**config.mk**
```make
export PLATFORM = sky130hd
export DESIGN_NAME = uart_rx_tx_fifo_pulse_meter_flat
export DESIGN_NICKNAME = d
export VERILOG_FILES = /design/src/hdl/uartpm_pkg.sv /design/src/hdl/uartpm_in_if.sv /design/src/hdl/uartpm_out_if.sv /design/src/hdl/uartpm_rx.sv /design/src/hdl/uartpm_fifo.sv /design/src/hdl/uartpm_tx.sv /design/src/hdl/uart_rx_tx_fifo_pulse_meter.sv /design/src/flat_wrapper.sv
export VERILOG_INCLUDE_DIRS = /design/src /design/src/hdl
export SDC_FILE = /design/constraint.sdc
export NUM_CORES = 1
export LEC_CHECK = 0
export BUFFER_PORTS_ARGS = -buffer_cell sky130_fd_sc_hd__buf_4
export CELL_PAD_IN_SITES_DETAIL_PLACEMENT = 1
export CELL_PAD_IN_SITES_GLOBAL_PLACEMENT = 2
export CORE_UTILIZATION = 45
export DETAILED_ROUTE_END_ITERATION = 7
export PLACE_DENSITY_LB_ADDON = 0.2
export SETUP_SLACK_MARGIN = 0.4
export SLEW_MARGIN = 0
export SYNTH_ARGS = -nofsm -noshare
export SYNTH_HDL_FRONTEND = slang
export SYNTH_SLANG_ARGS = --single-unit
```
**constraint.sdc**
```tcl
create_clock -name clk -period 5.6 [get_ports clk]
set_clock_uncertainty 0.15 [all_clocks]
set_input_delay 0.56 -clock clk [delete_from_list [all_inputs] [get_ports clk]]
set_output_delay 0.56 -clock clk [all_outputs]
set_load 0.05 [all_outputs]
```
**src/hdl/assert_macros.svh**
```systemverilog
// Assertion macros shared by the receiver, transmitter, FIFO and top level.
`ifndef ASSERT_MACROS_SVH
`define ASSERT_MACROS_SVH

// Same-cycle implication, checked outside reset.
`define ASSERT_IMPL(name, ante, cons, msg) \
  name: assert property (@(posedge clk) disable iff (rst) (ante) |-> (cons)) else $error(msg);

// Next-cycle implication, checked outside reset.
`define ASSERT_NEXT(name, ante, cons, msg) \
  name: assert property (@(posedge clk) disable iff (rst) (ante) |=> (cons)) else $error(msg);

`endif

```
**src/hdl/uartpm_pkg.sv**
```systemverilog
// Shared types, codes and reset values of the UART with receive FIFO and pulse meter.
package uartpm_pkg;

  localparam int FIFO_DEPTH_DEF = 64;
  localparam int TIMER_BITS_DEF = 16;
  localparam int CFG_W          = 16;
  localparam int CFG_IDX_W      = 3;

  localparam logic [CFG_W-1:0] RX_CENTER_RST = 16'd50;
  localparam logic [CFG_W-1:0] RX_BIT_RST    = 16'd114;
  localparam logic [CFG_W-1:0] RX_STOP_RST   = 16'd114;
  localparam logic [CFG_W-1:0] TX_BIT_RST    = 16'd112;

  typedef enum logic [1:0] {
    PH_IDLE  = 2'd0,
    PH_FIRST = 2'd1,
    PH_DATA  = 2'd2,
    PH_STOP  = 2'd3
  } phase_t;

  typedef enum logic [CFG_IDX_W-1:0] {
    CFG_RX_ENABLE    = 3'd0,
    CFG_RX_CENTER    = 3'd1,
    CFG_RX_BIT       = 3'd2,
    CFG_RX_STOP      = 3'd3,
    CFG_TX_BIT       = 3'd4
  } cfg_index_t;

  typedef struct packed {
    logic             rx_enable;
    logic [CFG_W-1:0] rx_center_ticks;
    logic [CFG_W-1:0] rx_bit_ticks;
    logic [CFG_W-1:0] rx_stop_ticks;
    logic [CFG_W-1:0] tx_bit_ticks;
  } cfg_t;

  typedef struct packed {
    logic       rx_line;
    logic       tx_valid;
    logic [7:0] tx_byte;
    logic       pop_req;
    logic       clear_overflow;
    logic       flush;
    logic       take_width;
  } in_item_t;

  typedef struct packed {
    logic        tx_line;
    logic        tx_accepted;
    logic        tx_busy;
    logic [7:0]  rx_data;
    logic        rx_empty;
    logic [5:0]  rx_count;
    logic        overflow;
    logic [15:0] pulse_width;
    logic        pulse_ready;
  } out_item_t;

  typedef struct packed {
    logic pop_req;
    logic flush;
    logic clear_overflow;
  } host_ctrl_t;

  typedef struct packed {
    logic       valid;
    logic [7:0] data;
  } push_t;

  typedef struct packed {
    logic [7:0] rx_data;
    logic       rx_empty;
    logic [5:0] rx_count;
    logic       overflow;
  } fifo_status_t;

  typedef struct packed {
    logic [15:0] pulse_width;
    logic        pulse_ready;
  } meter_t;

  typedef struct packed {
    logic tx_line;
    logic tx_accepted;
    logic tx_busy;
  } tx_status_t;

endpackage

```
**src/hdl/uartpm_in_if.sv**
```systemverilog
// Tick channel: one sampled line level and host request set per item.
interface uartpm_in_if import uartpm_pkg::*; ();
  logic     valid;
  logic     ready;
  in_item_t data;

  modport source (output valid, output data, input ready);
  modport sink (input valid, input data, output ready);
endinterface

```
**src/hdl/uartpm_out_if.sv**
```systemverilog
// Result channel: line, FIFO and meter status after each tick.
interface uartpm_out_if import uartpm_pkg::*; ();
  logic      valid;
  logic      ready;
  out_item_t data;

  modport source (output valid, output data, input ready);
  modport sink (input valid, input data, output ready);
endinterface

```
**src/hdl/uartpm_rx.sv**
```systemverilog
// 8N1 receiver and long-low-pulse meter, one tick per accepted item.
`include "assert_macros.svh"

module uartpm_rx import uartpm_pkg::*; #(
  parameter int TIMER_BITS = TIMER_BITS_DEF
) (
  input  logic   clk,
  input  logic   rst,
  input  logic   fire,
  input  logic   rx_line,
  input  logic   take_width,
  input  cfg_t   cfg,
  output push_t  push,
  output meter_t meter
);

  localparam logic [TIMER_BITS-1:0] TMAX = '1;

  phase_t                phase, phase_next;
  logic [TIMER_BITS-1:0] timer, timer_next;
  logic [2:0]            bit_index, bit_index_next;
  logic [7:0]            shift, shift_next;
  logic                  measuring, measuring_next;
  logic [TIMER_BITS-1:0] width_timer, width_timer_next;
  logic [TIMER_BITS-1:0] width_hold, width_hold_next;
  logic                  width_ready, width_ready_next;

  logic                  meas_mid;
  logic [TIMER_BITS-1:0] wt_mid;
  logic                  start;
  logic                  timer_done;

  // Meter runs ahead of the receiver within a tick
  always_comb begin
    width_ready_next = take_width ? 1'b0 : width_ready;
    width_hold_next  = width_hold;
    meas_mid         = measuring;
    wt_mid           = width_timer;
    if ((measuring || phase != PH_IDLE) && width_timer != TMAX) begin
      wt_mid = width_timer + 1'b1;
    end
    if (measuring && rx_line) begin
      width_hold_next  = wt_mid;
      width_ready_next = 1'b1;
      meas_mid         = 1'b0;
    end
  end

  assign start      = (phase == PH_IDLE) && cfg.rx_enable && !rx_line && !meas_mid;
  assign timer_done = (timer[TIMER_BITS-1:1] == '0);

  always_comb begin
    phase_next = phase;
    unique case (phase)
      PH_IDLE:  if (start) phase_next = PH_FIRST;
      PH_FIRST: if (timer_done) phase_next = PH_DATA;
      PH_DATA:  if (timer_done && bit_index == 3'd7) phase_next = PH_STOP;
      PH_STOP:  if (timer_done) phase_next = PH_IDLE;
      default:  phase_next = PH_IDLE;
    endcase
  end

  always_comb begin
    timer_next       = timer;
    bit_index_next   = bit_index;
    shift_next       = shift;
    measuring_next   = meas_mid;
    width_timer_next = wt_mid;
    push             = '0;
    unique case (phase)
      PH_IDLE: begin
        if (start) begin
          timer_next       = TIMER_BITS'(cfg.rx_center_ticks);
          bit_index_next   = '0;
          shift_next       = '0;
          width_timer_next = '0;
        end
      end
      PH_FIRST: begin
        if (timer_done) begin
          bit_index_next = '0;
          timer_next     = TIMER_BITS'(cfg.rx_bit_ticks);
        end else begin
          timer_next = timer - 1'b1;
        end
      end
      PH_DATA: begin
        if (timer_done) begin
          if (rx_line) shift_next[bit_index] = 1'b1;
          if (bit_index == 3'd7) begin
            timer_next = TIMER_BITS'(cfg.rx_stop_ticks);
          end else begin
            bit_index_next = bit_index + 1'b1;
            timer_next     = TIMER_BITS'(cfg.rx_bit_ticks);
          end
        end else begin
          timer_next = timer - 1'b1;
        end
      end
      PH_STOP: begin
        if (timer_done) begin
          // A low stop sample still delivers the byte, then times the pulse
          push.valid     = 1'b1;
          push.data      = shift;
          bit_index_next = '0;
          if (!rx_line) measuring_next = 1'b1;
        end else begin
          timer_next = timer - 1'b1;
        end
      end
      default: ;
    endcase
  end

  always_ff @(posedge clk) begin
    if (rst) begin
      phase       <= PH_IDLE;
      timer       <= '0;
      bit_index   <= '0;
      shift       <= '0;
      measuring   <= 1'b0;
      width_timer <= '0;
      width_hold  <= '0;
      width_ready <= 1'b0;
    end else if (fire) begin
      phase       <= phase_next;
      timer       <= timer_next;
      bit_index   <= bit_index_next;
      shift       <= shift_next;
      measuring   <= measuring_next;
      width_timer <= width_timer_next;
      width_hold  <= width_hold_next;
      width_ready <= width_ready_next;
    end
  end

  assign meter.pulse_width = 16'(width_hold);
  assign meter.pulse_ready = width_ready;

  `ASSERT_IMPL(a_meter_only_idle, measuring, phase == PH_IDLE, "pulse meter running during a frame")
  `ASSERT_IMPL(a_ready_on_rise, $rose(width_ready), $past(fire && measuring && rx_line), "pulse ready without a rising line")

endmodule

```
**src/hdl/uartpm_fifo.sv**
```systemverilog
// Receive ring FIFO with one spare slot, sticky overflow and registered head read.
`include "assert_macros.svh"

module uartpm_fifo import uartpm_pkg::*; #(
  parameter int FIFO_DEPTH = FIFO_DEPTH_DEF
) (
  input  logic         clk,
  input  logic         rst,
  input  logic         fire,
  input  host_ctrl_t   host,
  input  push_t        push,
  output fifo_status_t status
);

  localparam int                PTR_W   = $clog2(FIFO_DEPTH);
  localparam logic [PTR_W-1:0]  LAST    = PTR_W'(FIFO_DEPTH - 1);
  localparam logic [PTR_W:0]    DEPTH_W = (PTR_W + 1)'(FIFO_DEPTH);

  logic [7:0]       mem [FIFO_DEPTH];
  logic [7:0]       rd_data;
  logic [PTR_W-1:0] head, head_next;
  logic [PTR_W-1:0] tail, tail_next;
  logic             overflow_flag, overflow_next;
  logic [PTR_W-1:0] head_mid, tail_mid;
  logic             push_ok;
  logic [PTR_W:0]   count;

  function automatic logic [PTR_W-1:0] ring_next(input logic [PTR_W-1:0] p);
    return (p == LAST) ? '0 : p + 1'b1;
  endfunction

  // Flush beats pop; the push then sees the updated pointers
  always_comb begin
    if (host.flush) begin
      head_mid = '0;
      tail_mid = '0;
    end else begin
      head_mid = (host.pop_req && head != tail) ? ring_next(head) : head;
      tail_mid = tail;
    end
    push_ok       = push.valid && (ring_next(tail_mid) != head_mid);
    tail_next     = push_ok ? ring_next(tail_mid) : tail_mid;
    head_next     = head_mid;
    overflow_next = (host.clear_overflow ? 1'b0 : overflow_flag) | (push.valid && !push_ok);
  end

  always_ff @(posedge clk) begin
    if (rst) begin
      head          <= '0;
      tail          <= '0;
      overflow_flag <= 1'b0;
    end else if (fire) begin
      head          <= head_next;
      tail          <= tail_next;
      overflow_flag <= overflow_next;
    end
  end

  // Forward a byte written into the slot that becomes the head
  always_ff @(posedge clk) begin
    if (fire) begin
      if (push_ok) mem[tail_mid] <= push.data;
      rd_data <= (push_ok && tail_mid == head_mid) ? push.data : mem[head_mid];
    end
  end

  assign count = (tail >= head) ? ({1'b0, tail} - {1'b0, head})
                                : ({1'b0, tail} + DEPTH_W - {1'b0, head});

  assign status.rx_empty = (head == tail);
  assign status.rx_data  = status.rx_empty ? 8'h00 : rd_data;
  assign status.rx_count = 6'(count);
  assign status.overflow = overflow_flag;

  `ASSERT_IMPL(a_ovf_on_drop, $rose(overflow_flag), $past(fire && push.valid), "overflow set without a dropped item")

endmodule

```
**src/hdl/uartpm_tx.sv**
```systemverilog
// 8N1 transmitter driven by per-tick bit delays.
`include "assert_macros.svh"

module uartpm_tx import uartpm_pkg::*; #(
  parameter int TIMER_BITS = TIMER_BITS_DEF
) (
  input  logic             clk,
  input  logic             rst,
  input  logic             fire,
  input  logic             tx_valid,
  input  logic [7:0]       tx_byte,
  input  logic [CFG_W-1:0] tx_bit_ticks,
  output tx_status_t       status
);

  phase_t                phase, phase_mid, phase_next;
  logic [TIMER_BITS-1:0] timer, timer_next;
  logic [7:0]            shift, shift_next;
  logic [2:0]            bit_index, bit_index_next;
  logic                  accepted;
  logic                  timer_done;
  logic                  start;

  assign timer_done = (timer[TIMER_BITS-1:1] == '0);

  always_comb begin
    phase_mid = phase;
    unique case (phase)
      PH_IDLE:  phase_mid = PH_IDLE;
      PH_FIRST: if (timer_done) phase_mid = PH_DATA;
      PH_DATA:  if (timer_done && bit_index == 3'd7) phase_mid = PH_STOP;
      PH_STOP:  if (timer_done) phase_mid = PH_IDLE;
      default:  phase_mid = PH_IDLE;
    endcase
    // A new frame may follow on the tick the stop bit ends
    start      = (phase_mid == PH_IDLE) && tx_valid && (tx_bit_ticks != '0);
    phase_next = start ? PH_FIRST : phase_mid;
  end

  always_comb begin
    timer_next     = timer;
    shift_next     = shift;
    bit_index_next = bit_index;
    if (phase != PH_IDLE) begin
      if (timer_done) begin
        timer_next = TIMER_BITS'(tx_bit_ticks);
        if (phase == PH_FIRST) begin
          bit_index_next = '0;
        end else if (phase == PH_DATA && bit_index != 3'd7) begin
          bit_index_next = bit_index + 1'b1;
        end
      end else begin
        timer_next = timer - 1'b1;
      end
    end
    if (start) begin
      shift_next     = tx_byte;
      bit_index_next = '0;
      timer_next     = TIMER_BITS'(tx_bit_ticks);
    end
  end

  always_ff @(posedge clk) begin
    if (rst) begin
      phase     <= PH_IDLE;
      timer     <= '0;
      shift     <= '0;
      bit_index <= '0;
      accepted  <= 1'b0;
    end else if (fire) begin
      phase     <= phase_next;
      timer     <= timer_next;
      shift     <= shift_next;
      bit_index <= bit_index_next;
      accepted  <= start;
    end
  end

  always_comb begin
    unique case (phase)
      PH_FIRST: status.tx_line = 1'b0;
      PH_DATA:  status.tx_line = shift[bit_index];
      default:  status.tx_line = 1'b1;
    endcase
    status.tx_busy     = (phase != PH_IDLE);
    status.tx_accepted = accepted;
  end

  `ASSERT_IMPL(a_accept_starts, accepted, phase == PH_FIRST, "accepted byte did not open a frame")

endmodule

```
**src/hdl/uart_rx_tx_fifo_pulse_meter.sv**
```systemverilog
// UART 8N1 with receive FIFO and long-low-pulse meter.
// Each item on the tick channel is one sampling tick: the receive line level,
// a byte offered for sending, and host requests (pop, flush, clear overflow,
// take width). Each accepted tick yields exactly one item on the result
// channel showing line, FIFO and meter state after that tick.
// The result is valid in the cycle after the tick is accepted.
// Throughput: one tick per cycle when not stalled; all per-tick work is a single
// pass from the state registers to their next values, and the FIFO head is read
// through a registered port of the byte store.
// The tick channel is ready whenever the result register is empty or is being
// taken, so a stalled receiver holds the result and pauses tick intake; no
// state advances without an accepted tick.
// Configuration: cfg_write with cfg_index and cfg_data writes a register at
// the clock edge; write only while no tick is in flight.
// Reset (synchronous, rst high): receiver and transmitter idle, FIFO empty,
// flags clear, registers at their reset values; no tick is taken during reset.
// There is no clearing pass: byte store contents are not reset.
`include "assert_macros.svh"

module uart_rx_tx_fifo_pulse_meter import uartpm_pkg::*; #(
  parameter int FIFO_DEPTH = FIFO_DEPTH_DEF,
  parameter int TIMER_BITS = TIMER_BITS_DEF
) (
  input logic                 clk,
  input logic                 rst,
  uartpm_in_if.sink           tick,
  uartpm_out_if.source        result,
  input logic                 cfg_write,
  input logic [CFG_IDX_W-1:0] cfg_index,
  input logic [CFG_W-1:0]     cfg_data
);

  cfg_t         cfg;
  logic         fire;
  logic         res_valid;
  host_ctrl_t   host;
  push_t        push;
  fifo_status_t fifo_st;
  meter_t       meter;
  tx_status_t   tx_st;

  assign tick.ready = !rst && (!res_valid || result.ready);
  assign fire       = tick.valid && tick.ready;

  always_ff @(posedge clk) begin
    if (rst) begin
      cfg.rx_enable       <= 1'b0;
      cfg.rx_center_ticks <= RX_CENTER_RST;
      cfg.rx_bit_ticks    <= RX_BIT_RST;
      cfg.rx_stop_ticks   <= RX_STOP_RST;
      cfg.tx_bit_ticks    <= TX_BIT_RST;
    end else if (cfg_write) begin
      unique case (cfg_index)
        CFG_RX_ENABLE: cfg.rx_enable       <= cfg_data[0];
        CFG_RX_CENTER: cfg.rx_center_ticks <= cfg_data;
        CFG_RX_BIT:    cfg.rx_bit_ticks    <= cfg_data;
        CFG_RX_STOP:   cfg.rx_stop_ticks   <= cfg_data;
        CFG_TX_BIT:    cfg.tx_bit_ticks    <= cfg_data;
        default: ;
      endcase
    end
  end

  always_ff @(posedge clk) begin
    if (rst) begin
      res_valid <= 1'b0;
    end else if (fire) begin
      res_valid <= 1'b1;
    end else if (result.ready) begin
      res_valid <= 1'b0;
    end
  end

  assign host.pop_req        = tick.data.pop_req;
  assign host.flush          = tick.data.flush;
  assign host.clear_overflow = tick.data.clear_overflow;

  uartpm_rx #(
    .TIMER_BITS (TIMER_BITS)
  ) u_rx (
    .clk        (clk),
    .rst        (rst),
    .fire       (fire),
    .rx_line    (tick.data.rx_line),
    .take_width (tick.data.take_width),
    .cfg        (cfg),
    .push       (push),
    .meter      (meter)
  );

  uartpm_fifo #(
    .FIFO_DEPTH (FIFO_DEPTH)
  ) u_fifo (
    .clk    (clk),
    .rst    (rst),
    .fire   (fire),
    .host   (host),
    .push   (push),
    .status (fifo_st)
  );

  uartpm_tx #(
    .TIMER_BITS (TIMER_BITS)
  ) u_tx (
    .clk          (clk),
    .rst          (rst),
    .fire         (fire),
    .tx_valid     (tick.data.tx_valid),
    .tx_byte      (tick.data.tx_byte),
    .tx_bit_ticks (cfg.tx_bit_ticks),
    .status       (tx_st)
  );

  assign result.valid            = res_valid;
  assign result.data.tx_line     = tx_st.tx_line;
  assign result.data.tx_accepted = tx_st.tx_accepted;
  assign result.data.tx_busy     = tx_st.tx_busy;
  assign result.data.rx_data     = fifo_st.rx_data;
  assign result.data.rx_empty    = fifo_st.rx_empty;
  assign result.data.rx_count    = fifo_st.rx_count;
  assign result.data.overflow    = fifo_st.overflow;
  assign result.data.pulse_width = meter.pulse_width;
  assign result.data.pulse_ready = meter.pulse_ready;

  `ASSERT_NEXT(a_tick_gives_result, fire, res_valid, "accepted tick left no result")

endmodule
```
**src/flat_wrapper.sv**
```systemverilog
// flat-port wrapper written by rule: the top's interface ports become plain ports
module uart_rx_tx_fifo_pulse_meter_flat import uartpm_pkg::*;
#(
  parameter int FIFO_DEPTH = FIFO_DEPTH_DEF,
  parameter int TIMER_BITS = TIMER_BITS_DEF
)
  (clk, rst, cfg_write, cfg_index, cfg_data, tick_valid, tick_data, tick_ready, result_valid, result_data, result_ready);
  uartpm_in_if tick_i ();
  uartpm_out_if result_i ();
  input logic clk;
  input logic rst;
  input logic cfg_write;
  input logic [CFG_IDX_W-1:0] cfg_index;
  input logic [CFG_W-1:0] cfg_data;
  input wire logic [$bits(tick_i.valid)-1:0] tick_valid;
  input wire logic [$bits(tick_i.data)-1:0] tick_data;
  output wire logic [$bits(tick_i.ready)-1:0] tick_ready;
  output wire logic [$bits(result_i.valid)-1:0] result_valid;
  output wire logic [$bits(result_i.data)-1:0] result_data;
  input wire logic [$bits(result_i.ready)-1:0] result_ready;
  assign tick_i.valid = tick_valid;
  assign tick_i.data = tick_data;
  assign tick_ready = tick_i.ready;
  assign result_valid = result_i.valid;
  assign result_data = result_i.data;
  assign result_i.ready = result_ready;
  uart_rx_tx_fifo_pulse_meter #(.FIFO_DEPTH(FIFO_DEPTH), .TIMER_BITS(TIMER_BITS)) u_core (.clk(clk), .rst(rst), .tick(tick_i), .result(result_i), .cfg_write(cfg_write), .cfg_index(cfg_index), .cfg_data(cfg_data));
endmodule
```
==> summary by stage, run 1 <==
Status
The run finished with clean final reports.

Placement
The number of cells after detailed placement is 3860. In this run the cell area measured after placement is 34200 µm². The number of I/O port buffers is 75.

The total half-perimeter wirelength after legalization and detailed placement is 67.4 mm. The final weighted congestion in routability-driven placement is 0.899.

Global route
The first global-routing pass estimated 158 mm of wire. The routing usage on met2 is 46.5%. Entering global routing, the biggest net connects 125 pins. The number of antenna violations at the first check in global routing came to 4. After global routing the overflow that remains totals 0. In this run the most used layer during global routing was met2.

For met1 alone, demand over resource in global routing was 38.1%. Across every metal layer, demand over resource in global routing totals 28.0%. The via count of the first global-routing pass was 25200. Global routing consumed, on the met3 layer, 3.92% of the routing resources.

STA
The number of setup violations in the final report is 0. The highest clock rate is 204 MHz. The max-slew violation count is 0. The relative slew slack is 13.8%. The sum of negative setup slack is 0 ns. The final hold violation count came to 0.

The smallest clock period supported by the final layout is computed as 4.91 ns. Of the available clock period, the critical path in the final layout requires 87.7%. Setup repair after global routing left no endpoint under its margin. At the pin with the least slew margin, the transition time is 1.29 ns.

Power and ir drop
For this design the static power due to leakage is 12.8 nW. The power per unit of standard cell area is 293 nW/µm². The worst-case IR drop observed on VDD is 0.267 mV.

Hold path
In this run the worst hold path is classified as in2reg. The cell count of the worst hold path is 3.

Yosys
The commonest cells after synthesis are edfxtp_1 (520), nand2_1 (425), nor2_1 (240), dfxtp_1 (172), a21oi_1 (171). The post-synthesis area per instance is 11.1 µm². Yosys printed 0 warnings. Of all flip-flops after synthesis, the portion carrying an async set or reset was 0%.

The proportion of synthesized chip area in sequential cells is 58.4%. The synthesized design contains 692 register bits. The biggest area contributor in the post-synthesis netlist is edfxtp_1. When the netlist entered floorplanning its net count stood at 2995. After synthesis, the largest area contributor takes up 47.9% of total cell area. Counting flops with a built-in enable in the synthesized netlist gives 520. In the synthesized netlist, the number of instances is 2937. The synthesized area is 32600 µm². In the post-synthesis netlist, the biggest area contributors are edfxtp_1 (48%), dfxtp_1 (11%), mux2i_1 (5.0%), nand2_1 (4.9%), nor2_1 (2.8%). By instance count, the leading cell after synthesis is edfxtp_1. In the synthesized netlist the dominant register cell turns out to be edfxtp_1. In this run, distinct cell masters in the synthesized netlist total 97.

Floorplanning
The number of primary I/O pins is 76. For this configuration, the core starts out at a cell density of 45.6%. In this run the vertical extent of the chip is 271 µm. The die outline area is 73600 µm². The die width is 271 µm.

The total core area is 71600 µm². In this run the core area contains 98 standard-cell rows.

Cells and area
For this run, the number of standard cells in the final layout without fillers is 4002. The area growth from synthesis to layout is 12.5%. The repair_antennas step left the layout with diodes totalling 0. The share of post-route cells with drive strength above 1 is 13.4%. The final layout contains 3048 nets. Fill cells in the final layout number 7581. With fillers left out, the area of the finished cells amounts to 36700 µm².

Clock tree
The number of buffers on the longest clock path is 3. The clock transition time at the flip-flop clock pins of the worst setup and hold paths is 0.06 ns. For this design, the sink count on the clock tree is 692. The CTS H-tree depth is 3. The number of buffers inserted to repair setup after CTS is 0. The number of buffers inserted during clock tree synthesis is 76. The root buffer selected by CTS is clkbuf_16. At the later pin of the worst-skew pair, clock insertion delay measures 0.64 ns.

The clock tree from TritonCTS is done.

Routing
The detailed-route vias per instance is 6.13. After detailed routing, the number of remaining DRC violations is 0. For this block, the routed nets add up to 104 mm of wire. For this block, the via count after detailed routing is 24500. The average detailed-routed wire length per instance is 26.0 µm.

The initial detailed-routing violation count is 1965. The number of routed nets with antenna violations is 0. The first TritonRoute pass finished after 5 iterations.

Critical path
The nature of the critical path startpoint is a flop. Along the worst path, the maximum fanout reaches 10. STA puts the critical path data arrival time at 5.09 ns. The critical path is of the reg2reg type. The number of cells on the worst reg-to-reg path is 12.

The category of the worst setup path capture point is a flop. At the worst endpoint, the required time is 5.78 ns.

Flow run
Max-cap violations in this run came to 0.
per-stage QoR:
stage | total power, W | utilization [%] | hold slack, ns | setup WS (ns)
floorplan | 0.00579 | - | 0.281 | 1.69
global placement | 0.00589 | 47.8 | 0.292 | 0.904
detailed placement | 0.00590 | 47.8 | 0.299 | 0.798
CTS | 0.0108 | 51.2 | 0.00750 | 0.737
global route | 0.0110 | 51.2 | 0.0347 | 0.492
finish | 0.0107 | 51.2 | 0.0329 | 0.688
report_power, final:
group	switching (W)	internal (W)
sequential	0.0000247	0.00547
clock	0.00213	0.00283
combinational	0.000203	0.0000961
total	0.00236	0.00839
metal layers:
layer	share of wire, %	wire length, µm
met4	2.6	2650
met5	0.018	19
met3	5.6	5800
met1	44	45600
met2	48	49800
worst max-delay path, stage by stage (launching register included):
cell and delay, ns:
dfxtp_1 0.55, inv_1 0.16, ha_1 0.45, and3_1 0.42
a311oi_1 0.20, o31a_2 0.36, xnor2_2 0.14, mux2i_1 0.14
a22o_1 0.31, a21oi_2 0.35, nand3_1 0.71, nor2_1 0.39
buf_4 0.25
flip-flops by register name (all words and copies together) (netlist names), 16 cells and up:
register and flops:
u_core.u_rx.timer 16, u_core.u_tx.timer 16, u_core.u_rx.width_hold 16, u_core.u_fifo.mem 512
u_core.u_rx.width_timer 16, u_core.cfg 65
cells by family after synthesis:
group	count (synthesis)	synth area share, %
AOI/OAI and AO/OA	643	13.4
muxes	231	7.47
and+or+nand+nor	1046	14.7
buffers and inverters	249	3.64
adders and majority gates	20	0.790
DFF	692	58.4
xor gates and xnor gates	56	1.64
cells in the final DEF, fill, tap and decap left out, types with 48 or more instances in the layout:
cell and count:
edfxtp_1 520, a21oi_1 171, nand3_1 144, a22oi_1 48
buf_4 177, dfxtp_1 171, nor2_1 239, nand2_1 425
mux2i_1 162, clkbuf_16 76, o21ai_0 117, mux2_2 64
a211oi_1 68, a221oi_1 62
worst paths after layout:
check	from	end	slack, ns
setup reg to reg	u_core.u_fifo.head[2]$_SDFFE_PP0P_	u_core.u_fifo.mem[35][1]$_DFFE_PP_	0.69
hold / removal	tick_data[10]	u_core.u_tx.shift[6]$_SDFFE_PP0P_	0.03
hold reg to reg	u_core.cfg[62]$_SDFFE_PP0P_	u_core.cfg[62]$_SDFFE_PP0P_	0.30
setup / recovery	u_core.u_fifo.head[2]$_SDFFE_PP0P_	u_core.u_fifo.mem[35][1]$_DFFE_PP_	0.69
layout make-up:
| cell class | count | area, µm² | share of cell area [%] |
|---|---|---|---|
| tap | 950 | 1190 | 3.24 |
| inverter | 42 | 158 | 0.430 |
| timing repair buffer | 182 | 1410 | 3.84 |
| clock inverter | 36 | 338 | 0.921 |
| multi-input combinational | 1996 | 12400 | 33.9 |
| clock buffer | 104 | 2100 | 5.71 |
| sequential | 692 | 19100 | 51.9 |
repair_timing:
item,in CTS,in global routing
gates resized for setup,0,0
hold buffers,2,0
hold endpoints to repair,2,0
Power figures use the tool's default switching activity.
==> run 2, diff against run 1 <==
==> constraint.sdc (replaced) <==
create_clock -name clk -period 5.6 [get_ports clk]
set_clock_uncertainty 0.15 [all_clocks]
set_input_delay 0 -clock clk [delete_from_list [all_inputs] [get_ports clk]]
set_output_delay 0 -clock clk [all_outputs]
set_load 0.05 [all_outputs]
==> summary by stage, run 2 (synthesis gave the netlist of run 1 again) <==
Status
The run finished with clean final reports.

STA
Setup repair after global routing left no endpoint under its margin. The transition time of the tightest slew-check pin is 1.08 ns (-0.204 ns). The final critical-path share of the clock period was 89.0% (+1.3 points). The sum of negative setup slack was 0 ns (unchanged).

The highest clock rate was 201 MHz (-1.5%). The final hold violation count is 0 (unchanged). The number of setup violations in the final report is 0 (unchanged). The relative slew slack was 27.7% (+14 points). The final worst setup slack is 0.615 ns (-0.0728 ns). The final critical path time including I/O delays and setup was 4.98 ns (+0.0728 ns). The max-slew violation count is 0 (unchanged).

Power and ir drop
The share of power burned in combinational logic is 2.9% (about the same). The part of the total power dissipated in the clock network is 48.3% (+2.2 points). The part of the total power dissipated in sequential elements is 48.8% (-2.3 points).

The power per unit of standard cell area came to 300 nW/µm² (+2.4%). The maximum vdd drop is 0.250 mV (-6.6%). The internal cell power is 0.00884 W (+5.4%). The net load switching power is 0.00241 W (+2.4%). The fraction of power spent switching nets is 21.4% (-0.49 points). The leakage power of the design came to 13.2 nW (+2.6%).

Critical path
The highest-delay cell along the critical path is a2111oi_0. The data required time of the worst path came to 5.84 ns (+0.06 ns). The worst-case reg-to-reg path depth is 14 (+2). The data arrival time of the critical path is 5.22 ns (+0.13 ns). Walking the worst path, the cells encountered are inv_1 > ha_1 > and3_2 > nand3_2 > buf_4 > a21o_4 > buf_12 > buf_4 > a2111oi_0 > a311o_1 > a21oi_1 > nor3_1 > a211oi_1 > a22o_1.

STA classifies the critical path endpoint as a flop. The register-to-register setup slack is 0.62 ns (-0.07 ns). The critical path depth in cells is 14 (+2). The most numerous cell type found on the critical path is buf_4. The peak per-stage delay on the critical path is 0.57 ns (-0.14 ns). The maximum fanout encountered on the critical timing path was 53 (+43). The number of buffer and inverter instances along the worst setup path is 4 (+2). The endpoint identified for the worst register-to-register timing path is u_core.u_fifo.rd_data[6]$_DFFE_PP_. The type of the setup path with the least slack is reg2reg. The nature of the critical path startpoint is a flop. In this run the critical register-to-register path is launched from u_core.u_fifo.tail[0]$_SDFFE_PP0P_. The kind of cell with the highest combined delay along the critical path is compound AO/OA/AOI/OAI gates.

Flow run
The max-cap violation count came to 0 (unchanged).

Cells and area
The flip-flop count of the largest register, all copies and words added is 512 (unchanged). The share of post-route cells with drive strength above 1 was 14.3% (+0.86 points). In the final layout, the registers with the most flip-flops are u_core.u_fifo.mem: 512 flops, u_core.cfg: 65 flops.

The post-route core utilization is 52.4% (+1.2 points). In the layout the commonest cells are edfxtp_1 (520), nand2_1 (425), nor2_1 (229), buf_4 (177). The register with the most flip-flops is u_core.u_fifo.mem. The most common cell after layout, fill and taps aside is edfxtp_1.

The area added between synthesis and finish is 15.0%. The total number of nets in the final design came to 3097 (+1.6%).

Routing
The initial detailed-routing violation count is 2225 (+13%). The average detailed-routed wire length per instance is 26.0 µm (about the same). The remaining routing DRC violations is 0 (unchanged). The detailed-route vias per instance is 6.16 (+0.52%). The number of routed nets with antenna violations is 0 (unchanged). The total wirelength of the detailed-routed design is 105 mm (+1.3%). The via total after detailed routing came to 25000 (+1.7%).

The number of detailed-route iterations in the first pass came to 8 (+3).

Placement
The number of I/O port buffers came to 75 (unchanged). The worst setup timing slack at the placement stage is 0.0295 ns (-0.768 ns). The total half-perimeter wirelength after legalization and detailed placement was 66.5 mm (-1.4%). The final weighted congestion in routability-driven placement is 0.892 (-0.75%).

Clock tree
TritonCTS built the clock tree. The number of clock sinks seen by CTS was 692 (unchanged). The number of buffers inserted during clock tree synthesis is 77 (+1.3%). The clock transition time at the flip-flop clock pins of the worst setup and hold paths came to 0.06 ns (about the same). The CTS H-tree depth is 3 (unchanged). The root buffer selected by CTS is clkbuf_16. The number of buffers on the longest clock path came to 3 (unchanged). The clock latency on the worst-skew pair was 0.64 ns (about the same).

Global route
The total routing usage reported by global routing is 28.0% (+0.061 points). The overflow left after global routing is 0 (unchanged). The maximum number of pins on one net before global-route repair is 112 (-10%). The via count of the first global-routing pass is 25400 (+0.89%).

The first-pass GRT wire length is 158 mm (about the same). The number of antenna violations at the first check in global routing is 1 (-3).

Floorplanning
The count of standard-cell rows is 98 (unchanged). The initial core utilization came to 45.6% (unchanged). The chip height came to 271 µm (unchanged). The die width is 271 µm (unchanged). The number of primary I/O pins is 76 (unchanged). The die outline area came to 73600 µm² (unchanged). The total core area is 71600 µm² (unchanged).

Hold path
The startpoint identified for the worst hold timing path is tick_data[10]. The type of the most critical hold path is in2reg. The cell count of the worst hold path is 4 (+1).

The terminating pin of the worst hold path is u_core.u_tx.shift[6]$_SDFFE_PP0P_.
-- run 2: cell count changes in the layout (fill, tap and decap cells not counted), moves of 2 or more --
cell / previous run / this run
inv_16: 1 / 3
and3_4: 4 / 7
clkbuf_1: 19 / 11
clkbuf_16: 76 / 80
bufinv_16: 4 / 11
and3_2: 3 / 1
clkinvlp_4: 1 / 5
nor2_1: 239 / 229
clkinv_1: 15 / 7
buf_12: 3 / 6
dlygate4sd3_1: 2 / 47
nor2_2: 1 / 11
-- run 2: worst reg2reg max path: stages (launching register included) --
cell and delay (ns):
dfxtp_1 0.49, inv_1 0.19, ha_1 0.42, and3_2 0.34, nand3_2 0.18, buf_4 0.33
a21o_4 0.35, buf_12 0.22, buf_4 0.33, a2111oi_0 0.58, a311o_1 0.31, a21oi_1 0.11
nor3_1 0.39, a211oi_1 0.14, a22o_1 0.24
-- run 2: cell type report --
type	count	area (µm²)
Sequential cell	692	19100
Clock buffer	100	2160
Timing Repair Buffer	230	1920
Multi-Input combinational cell	1996	12500
Inverter	42	158
Tap cell	950	1190
Clock inverter	40	549
Antenna cell	1	2.50
Fill cell	7523	34100
-- run 2: per-stage QoR --
| step | instances | area [µm²] | total power [W] | hold WS [ns] |
|---|---|---|---|---|
| final | 4051 | 37500 | 0.0113 | 0.0169 |
| after global routing | 4050 | 37500 | 0.0115 | 0.0285 |
| after CTS | 4050 | 37500 | 0.0113 | 0.0134 |
| after detailed placement | 3859 | 34300 | 0.00590 | 0.0832 |
| after global placement | 3859 | 34300 | 0.00589 | 0.0740 |
| after floorplan | 2937 | 32600 | 0.00579 | -0.0533 |
-- run 2: worst max path at each step --
| stage | startpoint | end | slack, ns |
|---|---|---|---|
| floorplan | u_core.u_rx.timer[5]$_SDFFE_PP0P_ | u_core.u_fifo.mem[0][4]$_DFFE_PP_ | 1.75 |
| global placement | u_core.u_fifo.head[3]$_SDFFE_PP0P_ | u_core.u_fifo.mem[17][2]$_DFFE_PP_ | 0.26 |
| detailed placement | u_core.u_fifo.head[3]$_SDFFE_PP0P_ | u_core.u_fifo.mem[17][7]$_DFFE_PP_ | 0.03 |
| CTS | u_core.u_fifo.head[3]$_SDFFE_PP0P_ | u_core.u_fifo.mem[30][3]$_DFFE_PP_ | 0.53 |
| global route | u_core.u_fifo.head[3]$_SDFFE_PP0P_ | u_core.u_fifo.rd_data[3]$_DFFE_PP_ | 0.49 |
| finish | u_core.u_fifo.tail[0]$_SDFFE_PP0P_ | u_core.u_fifo.rd_data[6]$_DFFE_PP_ | 0.62 |
-- run 2: layer usage --
metal,GRT usage (%),vias up,part of all wire (%)
met5,0,-,0
met4,8.01,0,2.3
met3,4.34,156,6.6
met2,46.5,863,48
met1,38.0,12800,43
li1,-,11200,-
-- run 2: repair_timing --
| item | CTS | global route |
|---|---|---|
| setup buffers | 4 | 0 |
| pin swaps | 1 | 0 |
| endpoints found under the setup margin | 72 | 183 |
| resized for setup | 5 | 9 |
| hold buffers | 47 | 0 |
| hold endpoints to repair | 135 | 0 |
-- run 2: power by group through the flow --
stage	clock network (W)	registers (W)	logic, W
floorplan	0	0.00559	0.000201
global placement	0	0.00560	0.000290
detailed placement	0	0.00560	0.000298
CTS	0.00551	0.00549	0.000325
global route	0.00568	0.00549	0.000358
finish	0.00544	0.00549	0.000327
==> run 3, diff against run 2 <==
- clock period: 5.6 -> 6 ns (I/O delays scaled with it)
==> summary by stage, run 3 (synthesis gave the netlist of run 1 again) <==
Status
The flow ran to the end, and the final reports show no timing, DRC or antenna violations.

Global route
The overflow left after global routing is 0 (unchanged). The first-pass GRT wire length came to 162 mm (+2.6%). The via count of the first global-routing pass came to 25700 (+1.3%).

The total routing usage reported by global routing is 29.0% (+0.96 points). The number of antenna violations at the first check in global routing was 0 (-1). The maximum number of pins on one net before global-route repair came to 97 (-13%).

Placement
The final weighted congestion in routability-driven placement is 0.892 (about the same). The worst setup timing slack at the placement stage was 0.778 ns (+0.749 ns). The total half-perimeter wirelength after legalization and detailed placement is 69.0 mm (+3.9%). The placement-stage cell area was 34200 µm² (-0.20%).

The number of I/O port buffers is 75 (unchanged).

Routing
The remaining routing DRC violations was 0 (unchanged). The total wirelength of the detailed-routed design is 108 mm (+2.9%). The number of routed nets with antenna violations is 0 (unchanged). The via total after detailed routing is 25000 (+0.20%). The detailed-route vias per instance is 6.17 (+0.20%).

The average detailed-routed wire length per instance is 26.7 µm (+2.9%). The number of detailed-route iterations in the first pass came to 5 (-3). The initial detailed-routing violation count was 2340 (+5.2%).

Flow run
The max-cap violation count was 0 (unchanged).

Clock tree
The number of buffers inserted during clock tree synthesis is 77 (unchanged). The clock latency on the worst-skew pair is 0.64 ns (about the same). The count of cells resized by post-cts repair is 0 (-5). The clock transition time at the flip-flop clock pins of the worst setup and hold paths is 0.07 ns (about the same). The number of buffers inserted to repair setup after CTS was 0 (-4). Clock tree synthesis selected as its root buffer the cell clkbuf_16. TritonCTS built the clock tree.

The number of clock sinks seen by CTS is 692 (unchanged). The number of buffers on the longest clock path is 3 (unchanged). The number of buffers inserted by hold repair at cts came to 59 (+26%). The CTS H-tree depth is 3 (unchanged).

Floorplanning
The total core area is 71600 µm² (unchanged). The die outline area is 73600 µm² (unchanged). The number of primary I/O pins is 76 (unchanged). The count of standard-cell rows is 98 (unchanged). The initial core utilization was 45.6% (unchanged). The chip height is 271 µm (unchanged).

The die width came to 271 µm (unchanged).

Power and ir drop
The power per unit of standard cell area is 275 nW/µm² (-8.4%). The total power after layout is 0.0103 W (-8.9%). The leakage power of the design is 13.1 nW (-0.48%).

The maximum vdd drop is 0.221 mV (-11%).

Critical path
The nature of the critical path startpoint is a flop. The data arrival time of the critical path came to 5.57 ns (+0.35 ns). By startpoint and endpoint, the worst setup path is classified as reg2reg. The worst-case reg-to-reg path depth is 12 (-2). The data required time of the worst path is 6.22 ns (+0.38 ns). STA classifies the critical path endpoint as a flop. The register-to-register setup slack came to 0.65 ns (+0.04 ns).

The maximum fanout encountered on the critical timing path came to 20 (-62%). The startpoint of the lowest-slack register-to-register path is u_core.u_fifo.head[3]$_SDFFE_PP0P_. In this run the critical register-to-register path is captured at u_core.u_fifo.rd_data[5]$_DFFE_PP_.

Hold path
For hold timing, the worst endpoint is u_core.u_fifo.overflow_flag$_SDFFE_PP0P_. The min-delay analysis places its worst path in the category in2reg. The cell count of the worst hold path came to 5 (+1). In this run the most critical hold path is launched from tick_data[2].

STA
The final critical path time including I/O delays and setup was 5.35 ns (+0.364 ns). The number of setup violations in the final report is 0 (unchanged). The final worst setup slack is 0.651 ns (+0.0356 ns). The transition time of the tightest slew-check pin came to 1.23 ns (+0.148 ns). The relative slew slack is 17.8% (-9.8 points). The sum of negative setup slack was 0 ns (unchanged). The final hold violation count is 0 (unchanged).

Setup repair after global routing left no endpoint under its margin. The highest clock rate is 187 MHz (-6.8%). The final critical-path share of the clock period was 89.2% (+0.14 points). The max-slew violation count was 0 (unchanged).

Cells and area
The number of fill cells is 7519 (-0.053%). The share of post-route cells with drive strength above 1 was 13.2% (-1.1 points). The flip-flop count of the largest register, all copies and words added is 512 (unchanged).

The final instance area is 37300 µm² (-0.50%). Leaving out fill and tap cells, the most frequent cell in the layout is edfxtp_1. The total number of nets in the final design is 3101 (+0.13%). The area added between synthesis and finish is 14.5%. The largest registers in the layout are u_core.u_fifo.mem: 512 flops, u_core.cfg: 65 flops. The post-route core utilization came to 52.1% (-0.26 points). In the layout the commonest cells are edfxtp_1 (520), nand2_1 (425), nor2_1 (239), buf_4 (173). The diode insertion count for antenna repair is 0 (-1). The register with the most flip-flops is u_core.u_fifo.mem.
run 3: how the worst max path moves through the flow:
| stage | startpoint | endpoint | slack [ns] | cells after the start |
|---|---|---|---|---|
| after floorplan | u_core.u_rx.timer[5]$_SDFFE_PP0P_ | u_core.u_fifo.mem[0][4]$_DFFE_PP_ | 2.15 | 6 |
| final | u_core.u_fifo.head[3]$_SDFFE_PP0P_ | u_core.u_fifo.rd_data[5]$_DFFE_PP_ | 0.65 | 12 |
| after global placement | u_core.u_fifo.head[3]$_SDFFE_PP0P_ | u_core.u_fifo.rd_data[5]$_DFFE_PP_ | 0.88 | 12 |
| after CTS | u_core.u_fifo.head[3]$_SDFFE_PP0P_ | u_core.u_fifo.rd_data[5]$_DFFE_PP_ | 0.76 | 12 |
| after detailed placement | u_core.u_fifo.head[3]$_SDFFE_PP0P_ | u_core.u_fifo.rd_data[5]$_DFFE_PP_ | 0.78 | 12 |
| after global routing | u_core.u_fifo.head[3]$_SDFFE_PP0P_ | u_core.u_fifo.rd_data[5]$_DFFE_PP_ | 0.49 | 12 |
run 3: worst max-delay path: stages, from the launching register on:
cell and delay, ns:
dfxtp_1 0.53, inv_1 0.17, ha_1 0.41, and2_1 0.42, a311oi_1 0.20, or3_1 0.76
buf_4 0.42, a2111oi_0 0.38, o21ai_0 0.31, and4_1 0.31, nor4_1 0.68, or3_1 0.25
o31ai_2 0.07
run 3: report_power, final:
| part | switching, W | leakage, nW | internal [W] |
|---|---|---|---|
| logic | 0.000199 | 4.82 | 0.000110 |
| registers | 0.0000244 | 7.06 | 0.00510 |
| clock network | 0.00205 | 1.24 | 0.00277 |
| total | 0.00227 | 13.1 | 0.00798 |
run 3: layout make-up:
cell class                      instances  area, µm²  share of cell area, %
Sequential cell                       692      19100                   51.0
Multi-Input combinational cell       1996      12500                   33.4
Clock buffer                           96       2060                   5.52
Timing Repair Buffer                  234       1930                   5.17
Tap cell                              950       1190                   3.18
Clock inverter                         41        488                   1.31
Inverter                               42        158                  0.422
run 3: routing by layer:
metal  GRT usage, %  share of wire (%)
met1           39.7                 43
met2           47.4                 48
met5              0                  0
met3           4.63                6.9
met4           8.47                2.5
run 3: through the flow:
step	std cells	hold slack, ns
global route	4051	0.0842
finish	4051	0.0569
CTS	4051	0.0136
floorplan	2937	-0.0533
detailed placement	3855	0.0837
global placement	3855	0.0750
